`config.mk`:
```
export PLATFORM = sky130hd
export DESIGN_NAME = tcgw_ctrl
export DESIGN_NICKNAME = d
export VERILOG_FILES = /design/src/hw/rtl/tcgw_pkg.sv /design/src/hw/rtl/tcgw_ctrl.sv
export SDC_FILE = /design/constraint.sdc
export NUM_CORES = 1
export LEC_CHECK = 0
export ABC_CLOCK_PERIOD_IN_PS = 2900
export BUFFER_PORTS_ARGS = -buffer_cell sky130_fd_sc_hd__buf_2
export CORE_MARGIN = 2
export CORE_UTILIZATION = 37
export DETAILED_ROUTE_END_ITERATION = 12
export PLACE_DENSITY = 0.66
export SKIP_LAST_GASP = 1
export SLEW_MARGIN = 20
export SYNTH_ARGS = -nofsm -noshare
export SYNTH_HDL_FRONTEND = slang
export SYNTH_SLANG_ARGS = --single-unit
```
`constraint.sdc`:
```
create_clock -name clk_i -period 2.9 [get_ports clk_i]
set_input_delay 0.435 -clock clk_i [delete_from_list [all_inputs] [get_ports clk_i]]
set_output_delay 0.435 -clock clk_i [all_outputs]
set_load 0.005 [all_outputs]
```
`src/hw/rtl/tcgw_pkg.sv`:
```
// ----------------------------------------------------------------------------
// tcgw_pkg: text console glyph writer shared definitions
// Field widths, control codes, register map and the command/status structs
// that join the controller and the datapath.
// ----------------------------------------------------------------------------
package tcgw_pkg;

  localparam int unsigned GLYPH_WIDTH = 8;
  localparam int unsigned GLYPH_GAP   = 1;

  localparam int unsigned CODE_W   = 8;
  localparam int unsigned FIDX_W   = 12;
  localparam int unsigned FBYTE_W  = 8;
  localparam int unsigned X_W      = 13;
  localparam int unsigned Y_W      = 12;
  localparam int unsigned SW_W     = 13;
  localparam int unsigned SH_W     = 13;
  localparam int unsigned PPL_W    = 14;
  localparam int unsigned OFF_W    = 25;
  localparam int unsigned BITS_W   = 8;
  localparam int unsigned APB_AW   = 4;
  localparam int unsigned APB_DW   = 32;

  localparam logic [SW_W-1:0]  SW_RST  = SW_W'(640);
  localparam logic [SH_W-1:0]  SH_RST  = SH_W'(480);
  localparam logic [PPL_W-1:0] PPL_RST = PPL_W'(640);

  localparam logic [CODE_W-1:0] CHR_TAB = 8'd9;
  localparam logic [CODE_W-1:0] CHR_NL  = 8'd10;
  localparam logic [CODE_W-1:0] CHR_CR  = 8'd13;

  localparam logic [2:0] TAB_STEPS_M1 = 3'd7;

  typedef enum logic {
    OP_CHAR = 1'b0,
    OP_FONT = 1'b1
  } op_e;

  typedef enum logic {
    KIND_ROW    = 1'b0,
    KIND_SCROLL = 1'b1
  } kind_e;

  typedef enum logic [1:0] {
    REG_SCREEN_WIDTH    = 2'd0,
    REG_SCREEN_HEIGHT   = 2'd1,
    REG_PIXELS_PER_LINE = 2'd2
  } reg_idx_e;

  typedef struct packed {
    logic [SW_W-1:0]  screen_width;
    logic [SH_W-1:0]  screen_height;
    logic [PPL_W-1:0] pixels_per_line;
  } cfg_t;

  typedef struct packed {
    logic               op;
    logic [CODE_W-1:0]  char_code;
    logic [FIDX_W-1:0]  font_index;
    logic [FBYTE_W-1:0] font_byte;
  } in_item_t;

  typedef struct packed {
    logic font_we;
    logic load;
    logic cr;
    logic rd;
    logic base;
    logic gen_row;
    logic gen_scroll;
    logic col_step;
    logic line_step;
    logic flush;
  } cmd_t;

  typedef struct packed {
    logic can_gen;
    logic pend_v;
    logic col_wrap;
    logic line_fits;
  } sts_t;

endpackage

```
`src/hw/rtl/tcgw_ctrl.sv`:
```
// ----------------------------------------------------------------------------
// tcgw_ctrl: glyph writer controller
// Decodes each input word and sequences glyph rows, column and line steps.
// ----------------------------------------------------------------------------
module tcgw_ctrl #(
  parameter int unsigned GLYPH_HEIGHT = 16
) (
  input  logic               clk_i,
  input  logic               rst_ni,
  input  logic               in_valid_i,
  output logic               in_ready_o,
  input  tcgw_pkg::in_item_t item_i,
  input  tcgw_pkg::sts_t     sts_i,
  output tcgw_pkg::cmd_t     cmd_o
);
  import tcgw_pkg::*;

  localparam int unsigned RW = $clog2(GLYPH_HEIGHT);
  localparam logic [RW-1:0] ROW_LAST = RW'(GLYPH_HEIGHT - 1);

  typedef enum logic [5:0] {
    S_IDLE  = 6'b000001,
    S_ISSUE = 6'b000010,
    S_ROW   = 6'b000100,
    S_COL   = 6'b001000,
    S_LINE  = 6'b010000,
    S_FLUSH = 6'b100000
  } state_e;

  state_e        state_q, state_d;
  logic [RW-1:0] row_q, row_d;
  logic [2:0]    left_q, left_d;
  logic          accept;

  assign in_ready_o = (state_q == S_IDLE);
  assign accept     = in_valid_i & in_ready_o;

  always_comb begin
    state_d = state_q;
    row_d   = row_q;
    left_d  = left_q;
    cmd_o   = '0;
    case (state_q)
      S_IDLE: begin
        if (accept) begin
          if (item_i.op == OP_FONT) begin
            cmd_o.font_we = 1'b1;
          end else if (item_i.char_code == CHR_CR) begin
            cmd_o.cr = 1'b1;
          end else if (item_i.char_code == CHR_TAB) begin
            left_d  = TAB_STEPS_M1;
            state_d = S_COL;
          end else if (item_i.char_code == CHR_NL) begin
            state_d = S_LINE;
          end else begin
            cmd_o.load = 1'b1;
            left_d     = '0;
            state_d    = S_ISSUE;
          end
        end
      end
      S_ISSUE: begin
        cmd_o.rd   = 1'b1;
        cmd_o.base = 1'b1;
        row_d      = '0;
        state_d    = S_ROW;
      end
      S_ROW: begin
        if (sts_i.can_gen) begin
          cmd_o.gen_row = 1'b1;
          if (row_q == ROW_LAST) begin
            state_d = S_COL;
          end else begin
            cmd_o.rd = 1'b1;
            row_d    = row_q + RW'(1);
          end
        end
      end
      S_COL: begin
        if (!(sts_i.col_wrap && !sts_i.line_fits) || sts_i.can_gen) begin
          cmd_o.col_step   = 1'b1;
          cmd_o.gen_scroll = sts_i.col_wrap & ~sts_i.line_fits;
          if (left_q == '0) begin
            state_d = S_FLUSH;
          end else begin
            left_d = left_q - 3'd1;
          end
        end
      end
      S_LINE: begin
        if (sts_i.line_fits || sts_i.can_gen) begin
          cmd_o.line_step  = 1'b1;
          cmd_o.gen_scroll = ~sts_i.line_fits;
          state_d          = S_FLUSH;
        end
      end
      S_FLUSH: begin
        if (!sts_i.pend_v) begin
          state_d = S_IDLE;
        end else if (sts_i.can_gen) begin
          cmd_o.flush = 1'b1;
          state_d     = S_IDLE;
        end
      end
      default: begin
        state_d = S_IDLE;
      end
    endcase
  end

  always_ff @(posedge clk_i or negedge rst_ni) begin
    if (!rst_ni) begin
      state_q <= S_IDLE;
      row_q   <= '0;
      left_q  <= '0;
    end else begin
      state_q <= state_d;
      row_q   <= row_d;
      left_q  <= left_d;
    end
  end

endmodule

```
==> impl_metrics.toml <==
[flow_run]
cap_violations = 0

[finish]
fin_nets = 181
drive_gt1_frac = 0.312
postLayoutCoreUtil = 0.469
syn_to_final_growth_pct = 17.0
stdcell_count = 171
insertedDiodeCount = 0

[timing]
clock_skew_ns = 0.00650
relSlewSlack = 0.648
fmax_mhz = 409
final-hold-violation-count = 0
drv_slew = 0
rsz0062_at_grt = "no"
tightest_slew_ns = 0.523
fin_setup_tns_ns = 0
fin_crit_sh = 0.844
finalCriticalPeriod_ns = 2.45
final-setup-viol-count = 0

[floorplan]
start_util = 0.401
core-area_um2 = 2520
ios = 47
die_w_um = 56.3
placementRows = 18
dieArea_um2 = 3170
die_h_um = 56.3

[routing]
drt-initial-drc-count = 63
wl_met1_mm = 1.03
vias_per_cell = 5.68
routedWlPerCell_um = 13.2
vias = 972
drtPass1Iterations = 4
antenna_left = 0
route.met2.wl_mm = 1.11
routed_wl_mm = 2.26
dr.max_layer_used = "met4"
drc = 0
route.met3.wl_um = 110

[logic_synthesis]
ys_types = 48
yosysTopAreaCellShare = 0.297
seq_area_frac_synth = 0.323
syn_inst = 113
syn_avg_cell_area_um2 = 8.95
async_flop_share = 1.00
netlist_area_um2 = 1010
yosys_warnings = 0
synth_edf_count = 0
synth_largest_area_cell = "dfrtp_1"
synth-seq-cells = 13
yosys_most_used_dff = "dfrtp_1"
synth_nets = 152
netlist_top_cells_area = "dfrtp_1 (30%), nand3_1 (4.0%), ha_1 (3.7%), o21ai_0 (3.5%), inv_1 (3.3%)"

[setup_path]
worstPathRequired_ns = 2.47
cp-start-kind = "register"
crit_type = "register to primary output"
crit_arrival_ns = 2.01
end_kind = "primary output"
crit_fanout = 8

[clock_tree]
cts-resized-gates = 0
cts_root_buf = "clkbuf_4"
path_clk_slew_ns = 0.08
max-clock-path-buffers = 2
tritoncts = "yes"
cts_max_level = 1
cts_buffers = 3
clk_latency_ns = 0.27
ctsHoldBuffers = 0
cts_setup_buffers = 0
clock_sinks = 13

[pwr]
leakagePower_nw = 0.572
ir_worst_vdd_mv = 0.318
total_power_w = 0.000613
power_density_nw_per_um2 = 519

[status]
outcome = "finished, final reports clean"

[global_route]
grt_antenna_before_repair = 0
grt_pass1_vias = 889
grt_max_degree = 14
grt_usage = 0.145
grt_pass1_wl_mm = 3.73
gr-total-overflow = 0

[placement]
routabilityCongestion = 0.836
place_inst = 167
hpwl_mm = 1.84
io_buffers = 26

[min_path]
hold_class = "input port to asynchronous set/reset pin"
## path summary, 6_finish.rpt
path                            start         end  slack [ns]  cells after the start
hold / removal                 rst_ni  state_q[2]        0.04                      1
setup / recovery           state_q[4]    cmd_o[5]        0.45                      4
min in group clk_i         item_i[28]  state_q[1]        0.36                      2
setup reg to reg           state_q[1]   left_q[2]        0.80                      5
max in group asynchronous      rst_ni  state_q[0]        2.58                      1
hold reg to reg              row_q[0]    row_q[0]        0.53                      1
## logic make-up (layout without fill, tap and decap cells)
kind of cell,Yosys count,in the layout,share of synthesized area
multiplexers,2,2,0.0210
flip-flops,13,13,0.323
AO/OA/AOI/OAI,27,27,0.173
XOR/XNOR,2,2,0.0173
AND/OR/NAND/NOR,55,55,0.373
buffers and inverters,11,39,0.0557
adder cells (fa/ha/maj),3,3,0.0371
## where the power goes
| part | leakage (nW) | total (W) | switching, W | internal (W) |
|---|---|---|---|---|
| logic | 0.380 | 0.000262 | 0.000143 | 0.000119 |
| registers | 0.177 | 0.000239 | 0.0000331 | 0.000206 |
| clock network | 0.0150 | 0.000112 | 0.0000584 | 0.0000533 |
## metrics by stage
stage	setup slack [ns]	instance area, um^2	hold slack (ns)
floorplan	0.950	1010	0.139
global placement	0.761	1160	0.336
detailed placement	0.733	1160	0.339
CTS	0.452	1180	0.0408
global route	0.392	1180	0.0465
finish	0.453	1180	0.0359
## sequential cells by signal (all words and copies together) (netlist names)
name     count
state_q      6
left_q       3
row_q        4
## metal layers
| metal | global-route usage | up-vias |
|---|---|---|
| met5 | 0 | - |
| met2 | 0.240 | 24 |
| met4 | 0.0374 | 0 |
| met1 | 0.189 | 463 |
| li1 | - | 483 |
| met3 | 0.0346 | 2 |
## placed cells by master (no fill, tap or decap), types with 2 or more instances in the layout
cell      instances
nor3_1            4
or4_1             2
nor2_1            9
nand4_1           2
ha_1              3
a311oi_1          2
nand4b_1          2
dfrtp_1          12
clkbuf_4          3
nor3b_1           3
nand3_1           8
nand2_1           7
o21ai_0           7
inv_1             9
a21oi_1           6
buf_2            26
xnor2_1           2
o31ai_1           2
## synthesized netlist by cell type (2+ instances only)
cell,n
nor2_1,9
dfrtp_1,12
inv_1,9
nor3_1,4
nor3b_1,3
o21ai_0,7
o31ai_1,2
nand2_1,7
ha_1,3
xnor2_1,2
a21oi_1,6
nand3_1,8
nand4_1,2
a311oi_1,2
nand4b_1,2
buf_6,2
or4_1,2
## worst max-delay path: stages, from the launching register on
cell and delay, ns:
dfrtp_1 0.50, or4_4 0.56, or3b_4 0.43, inv_1 0.12, buf_2 0.12
## cell type report
class                   count  area (um^2)
well taps                  30         37.5
flip-flops and latches     13          327
repair buffers             26          130
inverters                   9         33.8
multi-input cells          89          628
fillers                   253         1340
clock buffers               4         26.3
Power figures use the tool's default switching activity.
