$ cat config.mk
export PLATFORM = sky130hd
export DESIGN_NAME = tcgw_cfg
export DESIGN_NICKNAME = d
export VERILOG_FILES = /design/src/hw/rtl/tcgw_pkg.sv /design/src/hw/rtl/tcgw_cfg.sv
export SDC_FILE = /design/constraint.sdc
export NUM_CORES = 1
export LEC_CHECK = 0
export ABC_AREA = 0
export BUFFER_PORTS_ARGS = -buffer_cell sky130_fd_sc_hd__buf_4
export CORE_ASPECT_RATIO = 0.9
export CORE_UTILIZATION = 47
export DETAILED_ROUTE_END_ITERATION = 12
export PLACE_DENSITY = 0.85
export SKIP_LAST_GASP = 1
export SLEW_MARGIN = 25
export SYNTH_ARGS = -nofsm -noshare
export SYNTH_HDL_FRONTEND = slang
export SYNTH_SLANG_ARGS = --single-unit
$ cat constraint.sdc
create_clock -name clk_i -period 2.3 [get_ports clk_i]
set_input_delay 0.115 -clock clk_i [delete_from_list [all_inputs] [get_ports clk_i]]
set_output_delay 0.115 -clock clk_i [all_outputs]
set_load 0.05 [all_outputs]
$ cat src/hw/rtl/tcgw_pkg.sv
// ----------------------------------------------------------------------------
// tcgw_pkg: text console glyph writer shared definitions
// Field widths, control codes, register map and the command/status structs
// that join the controller and the datapath.
// ----------------------------------------------------------------------------
package tcgw_pkg;

  localparam int unsigned GLYPH_WIDTH = 8;
  localparam int unsigned GLYPH_GAP   = 1;

  localparam int unsigned CODE_W   = 8;
  localparam int unsigned FIDX_W   = 12;
  localparam int unsigned FBYTE_W  = 8;
  localparam int unsigned X_W      = 13;
  localparam int unsigned Y_W      = 12;
  localparam int unsigned SW_W     = 13;
  localparam int unsigned SH_W     = 13;
  localparam int unsigned PPL_W    = 14;
  localparam int unsigned OFF_W    = 25;
  localparam int unsigned BITS_W   = 8;
  localparam int unsigned APB_AW   = 4;
  localparam int unsigned APB_DW   = 32;

  localparam logic [SW_W-1:0]  SW_RST  = SW_W'(640);
  localparam logic [SH_W-1:0]  SH_RST  = SH_W'(480);
  localparam logic [PPL_W-1:0] PPL_RST = PPL_W'(640);

  localparam logic [CODE_W-1:0] CHR_TAB = 8'd9;
  localparam logic [CODE_W-1:0] CHR_NL  = 8'd10;
  localparam logic [CODE_W-1:0] CHR_CR  = 8'd13;

  localparam logic [2:0] TAB_STEPS_M1 = 3'd7;

  typedef enum logic {
    OP_CHAR = 1'b0,
    OP_FONT = 1'b1
  } op_e;

  typedef enum logic {
    KIND_ROW    = 1'b0,
    KIND_SCROLL = 1'b1
  } kind_e;

  typedef enum logic [1:0] {
    REG_SCREEN_WIDTH    = 2'd0,
    REG_SCREEN_HEIGHT   = 2'd1,
    REG_PIXELS_PER_LINE = 2'd2
  } reg_idx_e;

  typedef struct packed {
    logic [SW_W-1:0]  screen_width;
    logic [SH_W-1:0]  screen_height;
    logic [PPL_W-1:0] pixels_per_line;
  } cfg_t;

  typedef struct packed {
    logic               op;
    logic [CODE_W-1:0]  char_code;
    logic [FIDX_W-1:0]  font_index;
    logic [FBYTE_W-1:0] font_byte;
  } in_item_t;

  typedef struct packed {
    logic font_we;
    logic load;
    logic cr;
    logic rd;
    logic base;
    logic gen_row;
    logic gen_scroll;
    logic col_step;
    logic line_step;
    logic flush;
  } cmd_t;

  typedef struct packed {
    logic can_gen;
    logic pend_v;
    logic col_wrap;
    logic line_fits;
  } sts_t;

endpackage

$ cat src/hw/rtl/tcgw_cfg.sv
// ----------------------------------------------------------------------------
// tcgw_cfg: configuration registers
// APB-style write/read of screen width, screen height and line stride.
// ----------------------------------------------------------------------------
module tcgw_cfg (
  input  logic                       clk_i,
  input  logic                       rst_ni,
  input  logic                       psel,
  input  logic                       penable,
  input  logic                       pwrite,
  input  logic [tcgw_pkg::APB_AW-1:0] paddr,
  input  logic [tcgw_pkg::APB_DW-1:0] pwdata,
  output logic [tcgw_pkg::APB_DW-1:0] prdata,
  output logic                       pready,
  output tcgw_pkg::cfg_t             cfg_o
);
  import tcgw_pkg::*;

  cfg_t     cfg_q, cfg_d;
  reg_idx_e idx;
  logic     wr_en;

  assign idx    = reg_idx_e'(paddr[3:2]);
  assign wr_en  = psel & penable & pwrite;
  assign pready = 1'b1;

  always_comb begin
    cfg_d = cfg_q;
    if (wr_en) begin
      case (idx)
        REG_SCREEN_WIDTH:    cfg_d.screen_width    = pwdata[SW_W-1:0];
        REG_SCREEN_HEIGHT:   cfg_d.screen_height   = pwdata[SH_W-1:0];
        REG_PIXELS_PER_LINE: cfg_d.pixels_per_line = pwdata[PPL_W-1:0];
        default: ;
      endcase
    end
  end

  always_comb begin
    case (idx)
      REG_SCREEN_WIDTH:    prdata = APB_DW'(cfg_q.screen_width);
      REG_SCREEN_HEIGHT:   prdata = APB_DW'(cfg_q.screen_height);
      REG_PIXELS_PER_LINE: prdata = APB_DW'(cfg_q.pixels_per_line);
      default:             prdata = '0;
    endcase
  end

  always_ff @(posedge clk_i or negedge rst_ni) begin
    if (!rst_ni) begin
      cfg_q.screen_width    <= SW_RST;
      cfg_q.screen_height   <= SH_RST;
      cfg_q.pixels_per_line <= PPL_RST;
    end else begin
      cfg_q <= cfg_d;
    end
  end

  assign cfg_o = cfg_q;

endmodule

==> results.txt, run 1 <==
The first detailed-routing pass took 8 iterations. The number of hold buffers added after cts was 1. The endpoint class of the critical path is a primary output. The total overflow reported by the global router was 0. The final worst hold slack was 0.06402 ns. The clock net sink count was 40. Buffers inserted during clock tree synthesis total 5.

The critical path is of the flip-flop to primary output type. Input and output buffers added on the ports amount to 74. The max-slew violation total from the final report is 0, and the number of cells traversed by the worst register-to-register path is 1.

For the layout filler cell count, the log shows 329. The critical register-to-register path startpoint was cfg_o[14]. The number of instances on the worst hold path was 2.

Post-CTS repair changed the size of 0 cells. The register with the most flip-flops in the layout has 40 of them. The portion of the clock cycle consumed by the worst path in the final layout was 62.98%; the placement row count was 22.

The longest clock path from root to sink contains 2 buffers. The final hold violation count was 0; the delay of the slowest cell on the worst path was 0.55 ns. Average wire per cell in the routed design: 15.04 µm. In the final layout, the multi-input gates occupy 854.6 µm². Non-filler instance count after layout: 280. The mapped netlist covers 1983 µm². The final layout contains 272 nets. Among all stages on the critical path, the largest delay is contributed by sky130_fd_sc_hd__dfstp_2.

For the finished layout, the period the worst path requires is 1.449 ns. For the worst setup path, the data required time is 2.18 ns. For this run, the leading register cell type out of synthesis is sky130_fd_sc_hd__dfrtp_1. Number of flops mapped to enable cells by yosys: 0.

The final clock skew is 0 ns, and the number of instances in the synthesized netlist is 154. For the worst setup path, the data arrival time is 1.33 ns. Global-route wire length before repair: 6.955 mm.

For this run, the top clock speed supported by timing is 690.4 MHz. The average via count per standard cell was 4.982. Once the floorplan was initialized, standard cells occupied 48.68% of the core. Kind of start point of the critical path: a flip-flop. The number of diodes added for antenna fixing is 0, and the number of post-CTS setup repair buffers is 0. The worst hold path begins at pwdata[13]. The die extent in x is 70.47 µm.

The synthesized area per cell came out at 12.88 µm². The cell at the root of the clock tree was sky130_fd_sc_hd__clkbuf_8. The remaining antenna violation count is 0. After detailed routing, the number of remaining DRC violations is 16. The kind of cell with the highest combined delay along the critical path is flip-flops. The share of flip-flops with an asynchronous set or reset after synthesis is 100.0%, and the synthesized flop and latch total is 40.

TritonCTS built the clock tree. At the pin with the least slew margin, the transition time is 0.7732 ns. For this block, the routed nets add up to 4.210 mm of wire. The setup check on the worst reg-to-reg path leaves a slack of 1.50 ns. In the final layout, the share of cells above drive strength 1 is 58.19%. For the max-capacitance violation count, the log shows 0. Summing over every cut layer, the via total after detailed routing is 1395.

In this run, placement finished with an instance count of 271. The ratio of total power to cell area is 1143 nW/µm². In this run the critical register-to-register path is captured at cfg_o[14].

After clock tree synthesis, the clock-pin slew on the worst setup and hold paths is 0.07 ns. The commonest cells after synthesis are sky130_fd_sc_hd__dfrtp_1 (32), sky130_fd_sc_hd__mux2_2 (30), sky130_fd_sc_hd__buf_4 (19). The die is 63.63 µm tall. Ranked by total cell area, the synthesized netlist is headed by sky130_fd_sc_hd__dfrtp_1 (40%), sky130_fd_sc_hd__mux2_2 (17%), sky130_fd_sc_hd__dfstp_2 (11%). Setup total negative slack on the finished layout was measured at 0 ns.

Most area-hungry cell type in the Yosys netlist: sky130_fd_sc_hd__dfrtp_1. The logs give 1429 for the via count of the first global-routing pass and 1.322 nW for the leakage dissipation. The final worst-path setup slack was 0.8515 ns; the initial antenna violation count was 0. Along the worst path, the maximum fanout reaches 3. The tightest min-delay check is of the input port to flip-flop type. The final count of negative-setup-slack endpoints came out at 0.

The final reports fail on DRC. The global routing usage summed across all routing layers was 20.72%. The count of yosys warnings during synthesis is 0.

The run gives 4484 µm² as the die outline area. Measured against its own limit, the worst slew margin works out to 48.45%. Setup repair after global routing left no endpoint under its margin.

The buffers plus inverters on the worst setup path was 1; the detailed-placement wirelength estimate was 2.988 mm. The maximum vdd ir drop came out at 0.5525 mV. Critical path launch point: cfg_o[36]. The flow ran to the end, but the final reports show violations.

114 I/O pins were placed. After the first detailed-routing iteration, the DRC count stood at 100. Sequential elements use 50.98% of the synthesized area. For the sequential cell area, the log shows 1011 µm². sky130_fd_sc_hd__dfrtp_1 is the most common cell in the netlist. The floorplan step defined a core boundary enclosing 4074 µm². Routability-driven placement finished with a final weighted congestion of 0.7640. The H-tree generated during clock tree synthesis spans 2 levels. Relative to the synthesized area, the layout overhead comes to 32.05%. The tools report the unique cell type count in the Yosys netlist as 18. OpenSTA, run right after detailed placement, puts the worst setup slack at 0.6446 ns.

The end of the worst hold path is cfg_o[13]. The top cell type by area accounts for 40.38% of the synthesized area. Entering global routing, the biggest net connects 41 pins. For the clock network latency to the later pin of the worst-skew pair, the log shows 0.28 ns. Traced cell by cell, the critical path runs through mux2i_1 > o21ai_0 > buf_4.
[metal layers]
layer	up-vias	routed length (µm)	track usage, %
met5	-	0	0
met4	0	51	6.122
met2	57	2062	35.92
li1	645	-	-
met3	7	257	5.120
met1	686	1839	25.52
[how the worst max path moves through the flow]
| stage | end | cells past startpoint | slack [ns] |
|---|---|---|---|
| 5_1_grt | prdata[9] | 3 | 0.78 |
| 2_1_floorplan | prdata[7] | 2 | 0.30 |
| 4_1_cts | prdata[9] | 3 | 0.83 |
| 6_report | prdata[9] | 3 | 0.85 |
| 3_5_place_dp | cfg_o[5] | 4 | 0.64 |
| 3_3_place_gp | cfg_o[14] | 3 | 0.67 |
[cells in the final DEF, fill, tap and decap left out]
cell type / n
sky130_fd_sc_hd__nand3_1: 1
sky130_fd_sc_hd__clkbuf_8: 6
sky130_fd_sc_hd__dlygate4sd3_1: 1
sky130_fd_sc_hd__nor2b_1: 1
sky130_fd_sc_hd__or3b_1: 1
sky130_fd_sc_hd__nand2_1: 13
sky130_fd_sc_hd__buf_4: 79
sky130_fd_sc_hd__mux2_2: 30
sky130_fd_sc_hd__and3b_1: 1
sky130_fd_sc_hd__conb_1: 19
sky130_fd_sc_hd__dfstp_2: 8
sky130_fd_sc_hd__mux2_4: 10
sky130_fd_sc_hd__o21ai_0: 13
sky130_fd_sc_hd__nor3_2: 1
sky130_fd_sc_hd__nor3b_2: 1
sky130_fd_sc_hd__clkbuf_1: 2
sky130_fd_sc_hd__mux2i_1: 13
sky130_fd_sc_hd__dfrtp_1: 32
[kinds of logic (layout without fill, tap and decap cells)]
| logic type | count (synthesis) | in the layout | share of synthesized area [%] |
|---|---|---|---|
| other | 2 | 19 | 0.3787 |
| buffers and inverters | 27 | 88 | 9.401 |
| AND/OR/NAND/NOR | 19 | 19 | 4.795 |
| AO/OA/AOI/OAI | 13 | 13 | 3.281 |
| multiplexers | 53 | 53 | 31.17 |
| flip-flops | 40 | 40 | 50.98 |
[final cells by class]
| cell class | count | area share, % |
|---|---|---|
| repair buffers | 80 | 23.03 |
| well taps | 48 | 2.293 |
| clock buffers | 8 | 3.440 |
| multi-input cells | 104 | 32.63 |
| flip-flops and latches | 40 | 38.60 |
[metrics by stage]
step | util [%] | total power (W) | area (µm²)
floorplan | - | 0.002110 | 2047
global placement | 61.82 | 0.002517 | 2519
detailed placement | 61.82 | 0.002540 | 2519
CTS | 64.28 | 0.003014 | 2619
global route | 64.28 | 0.003117 | 2619
finish | 64.28 | 0.002993 | 2619
[power by group]
part	internal (W)	switching, W
Clock	0.000245	0.000225
Combinational	0.000473	0.00102
Sequential	0.000893	0.000137
Total	0.00161	0.00138
(Power assumes the default switching activity.)
==> run 2, diff against run 1 <==
--- a/config.mk
+++ b/config.mk
@@ -8,9 +8,9 @@
 export ABC_AREA = 0
 export BUFFER_PORTS_ARGS = -buffer_cell sky130_fd_sc_hd__buf_4
 export CORE_ASPECT_RATIO = 0.9
-export CORE_UTILIZATION = 47
+export CORE_UTILIZATION = 39
 export DETAILED_ROUTE_END_ITERATION = 12
-export PLACE_DENSITY = 0.85
+export PLACE_DENSITY = 0.75
 export SKIP_LAST_GASP = 1
 export SLEW_MARGIN = 25
 export SYNTH_ARGS = -nofsm -noshare
==> constraint.sdc (replaced) <==
create_clock -name clk_i -period 1.2 [get_ports clk_i]
set_input_delay 0.06 -clock clk_i [delete_from_list [all_inputs] [get_ports clk_i]]
set_output_delay 0.06 -clock clk_i [all_outputs]
set_load 0.05 [all_outputs]
==> results.txt, run 2 (synthesized netlist as in run 1, its figures left out) <==
The global-route wire length before repair is 7.686 mm (+11%), and the flip-flop count of the largest register, all copies and words added is 40 (unchanged). Total core area: 4865 µm² (+19%). The internal power is 0.003498 W (+120%). The run gives 1.451 nW (+9.7%) as the leakage dissipation. The checks that failed: setup timing. The share of the core filled with cells was 65.20% (+0.92 points). TritonCTS built the clock tree. The final worst-path setup slack was -0.08274 ns (-0.9342 ns). Data arrival time of the critical path: 1.22 ns (-0.11 ns). For the placed instance area, the log shows 2803 µm² (+11%). The number of buffers created by CTS came out at 5 (unchanged).

The endpoint class of the critical path was a primary output. The final count of negative-setup-slack endpoints came out at 4 (+4). For the final hold violation count, the log shows 0 (unchanged).

The tools report the initial DRC count as 47 (-53%). The ratio of total power to cell area was 2025 nW/µm² (+77%); the fraction of layout instances using a drive strength above 1 was 82.81% (+25 points). The area overhead of the layout relative to synthesis was 59.94%; the post-route minimum period was 1.283 ns. Net count reported at finish: 296 (+8.8%). The tools report the post-route cell area as 3172 µm² (+21%).

The clock slew seen by the registers of the worst setup and hold paths was 0.08 ns (about the same); the worst-path maximum fanout was 2 (-1). The transition time at the pin with the least slew margin is 0.5127 ns (-0.2605 ns). The tools report the detailed-placement wirelength estimate as 3.342 mm (+12%). The number of design rule violations left after detail routing came out at 0 (-16). Number of H-tree branching levels: 2 (unchanged). The via count is 1513 (+8.5%), and the max-slew violation total from the final report is 0 (unchanged).

The logs give 0 (unchanged) for the initial antenna violation count and 1.14 ns (-1.04 ns) for the required time of the critical path. The cell at the root of the clock tree was sky130_fd_sc_hd__clkbuf_8. Based on the critical path, the design can be clocked at up to 779.6 MHz. The worst slew slack as a fraction of its limit was 65.82% (+17 points); the die extent in x was 77.17 µm (+9.5%). The library cells used most frequently in the layout, excluding fill and tap cells, are sky130_fd_sc_hd__buf_4 (86), sky130_fd_sc_hd__mux2_2 (30), sky130_fd_sc_hd__dfrtp_2 (22).

The logs give 2 (unchanged) for the number of buffers between clock root and the deepest sink and 5375 µm² (+20%) for the die outline area. For the number of primary I/O pins, the log shows 114 (unchanged). The placement row count is 24 (+9.1%).

The type of the setup path with the least slack was flip-flop to primary output. The largest net degree at the start of global routing was 41 (unchanged). The number of diodes added for antenna fixing is 0 (unchanged). The total wire length after detailed routing was 4.829 mm (+15%). Share of total power in combinational logic: 53.8% (+3.9 points).

Total of buffers placed on input and output ports: 74 (unchanged). The flow ran to the end, but the final reports show violations. For the via count of the first global-routing pass, the log shows 1513 (+5.9%). Type of the worst min-delay path: input port to flip-flop.

The net switching share of the total power was 45.54% (-0.65 points); the total overflow reported by the global router was 0 (unchanged). The net load switching power came out at 0.002925 W (+110%). The overall die height is 69.65 µm (+9.5%), and the clock network latency to the later pin of the worst-skew pair is 0.29 ns (about the same).

Average via count per standard cell: 4.713 (-5.4%). The clock net sink count was 40 (unchanged); the portion of the clock cycle consumed by the worst path in the final layout was 106.9%. For the maximum vdd ir drop, the log shows 1.149 mV (+110%). The logs give 0.7372 (-3.5%) for the routability congestion estimate and 0 ns (unchanged) for the final clock skew. For the relative contribution of sequential cells to total power, the log shows 31.9% (-2.5 points). The detailed-routing iteration count for the pre-antenna-repair pass is 4 (-4). For the remaining antenna violation count, the log shows 0 (unchanged). The average wire per cell in the routed design is 15.04 µm (about the same).

The tools report the max-capacitance violation count as 0 (unchanged). The logs give 0.25 ns (-1.25 ns) for the setup slack of the most critical reg-to-reg path and 40.77% (-7.9 points) for the initial core utilization. Kind of start point of the critical path: a flip-flop. The logs give 18.82% (-1.9 points) for the global routing usage summed across all routing layers and 14.3% (-1.4 points) for the clock share of power.

Leaving out fill and tap cells, the most frequent cell in the layout is sky130_fd_sc_hd__buf_4. Setup repair after global routing could not meet its margin everywhere.
==> run 2: cell count changes in the layout (fill, tap and decap cells not counted), moves of 8 or more <==
cell                      delta
sky130_fd_sc_hd__o21ai_4    +13
sky130_fd_sc_hd__o21ai_0    -13
sky130_fd_sc_hd__dfrtp_1    -22
sky130_fd_sc_hd__buf_6      +17
sky130_fd_sc_hd__mux2i_1    -13
sky130_fd_sc_hd__mux2i_2     +8
sky130_fd_sc_hd__dfrtp_2    +22
==> run 2: per-layer routing <==
metal	up-vias	GRT usage, %	share of wire (%)
met1	757	23.29	41
li1	696	-	-
met3	6	5.132	4.9
met4	0	5.660	1.0
met5	-	0	0
met2	54	31.96	53
==> run 2: cell type report <==
cell class	count	area [µm²]
multi-input combinational	104	1115
clock buffer	8	90.09
tap	65	81.33
timing repair buffer	104	847.1
fill	384	1693
sequential	40	1039
==> run 2: path summary, 6_finish.rpt <==
kind,endpoint,cells after the start,start
setup / recovery,prdata[9],3,cfg_o[36]
hold / removal,cfg_o[13],2,pwdata[13]
setup reg to reg,cfg_o[28],2,cfg_o[28]
hold reg to reg,cfg_o[14],1,cfg_o[14]
max in group asynchronous,cfg_o[27],2,rst_ni
min in group asynchronous,cfg_o[38],2,rst_ni
==> run 2: repair_timing <==
action / CTS / global route
hold buffers: 1 / 0
resized for setup: 20 / 18
setup endpoints to repair: 13 / 18
hold endpoints to repair: 32 / 0
pin swaps: 0 / 1
buffers inserted: 11 / 3
==> run 2: critical path, cell delays in order, from the launching register on <==
cell and delay [ns]:
sky130_fd_sc_hd__dfstp_2 0.54, sky130_fd_sc_hd__mux2i_2 0.08, sky130_fd_sc_hd__o21ai_4 0.14, sky130_fd_sc_hd__buf_6 0.17
==> run 2: power by group through the flow <==
stage               Combinational, W  Clock (W)  Sequential (W)
finish                       0.00346   0.000921         0.00205
floorplan                    0.00114          0         0.00311
global placement             0.00304          0         0.00201
detailed placement           0.00308          0         0.00202
CTS                          0.00332   0.000944         0.00201
global route                 0.00358    0.00101         0.00209
==> run 2: per-stage QoR <==
stage / setup slack (ns) / setup TNS [ns] / cells / power [W] / hold slack (ns)
finish: -0.08274 / -0.1980 / 321 / 0.006423 / 0.006757
global route: -0.1206 / -0.5615 / 321 / 0.006681 / 0.005910
CTS: -0.08151 / -0.4441 / 318 / 0.006273 / 0.0005180
detailed placement: -0.05936 / -0.3957 / 298 / 0.005100 / 0.06998
global placement: -0.05225 / -0.3109 / 298 / 0.005054 / 0.07130
floorplan: -0.04075 / -0.1563 / 171 / 0.004255 / -0.2356
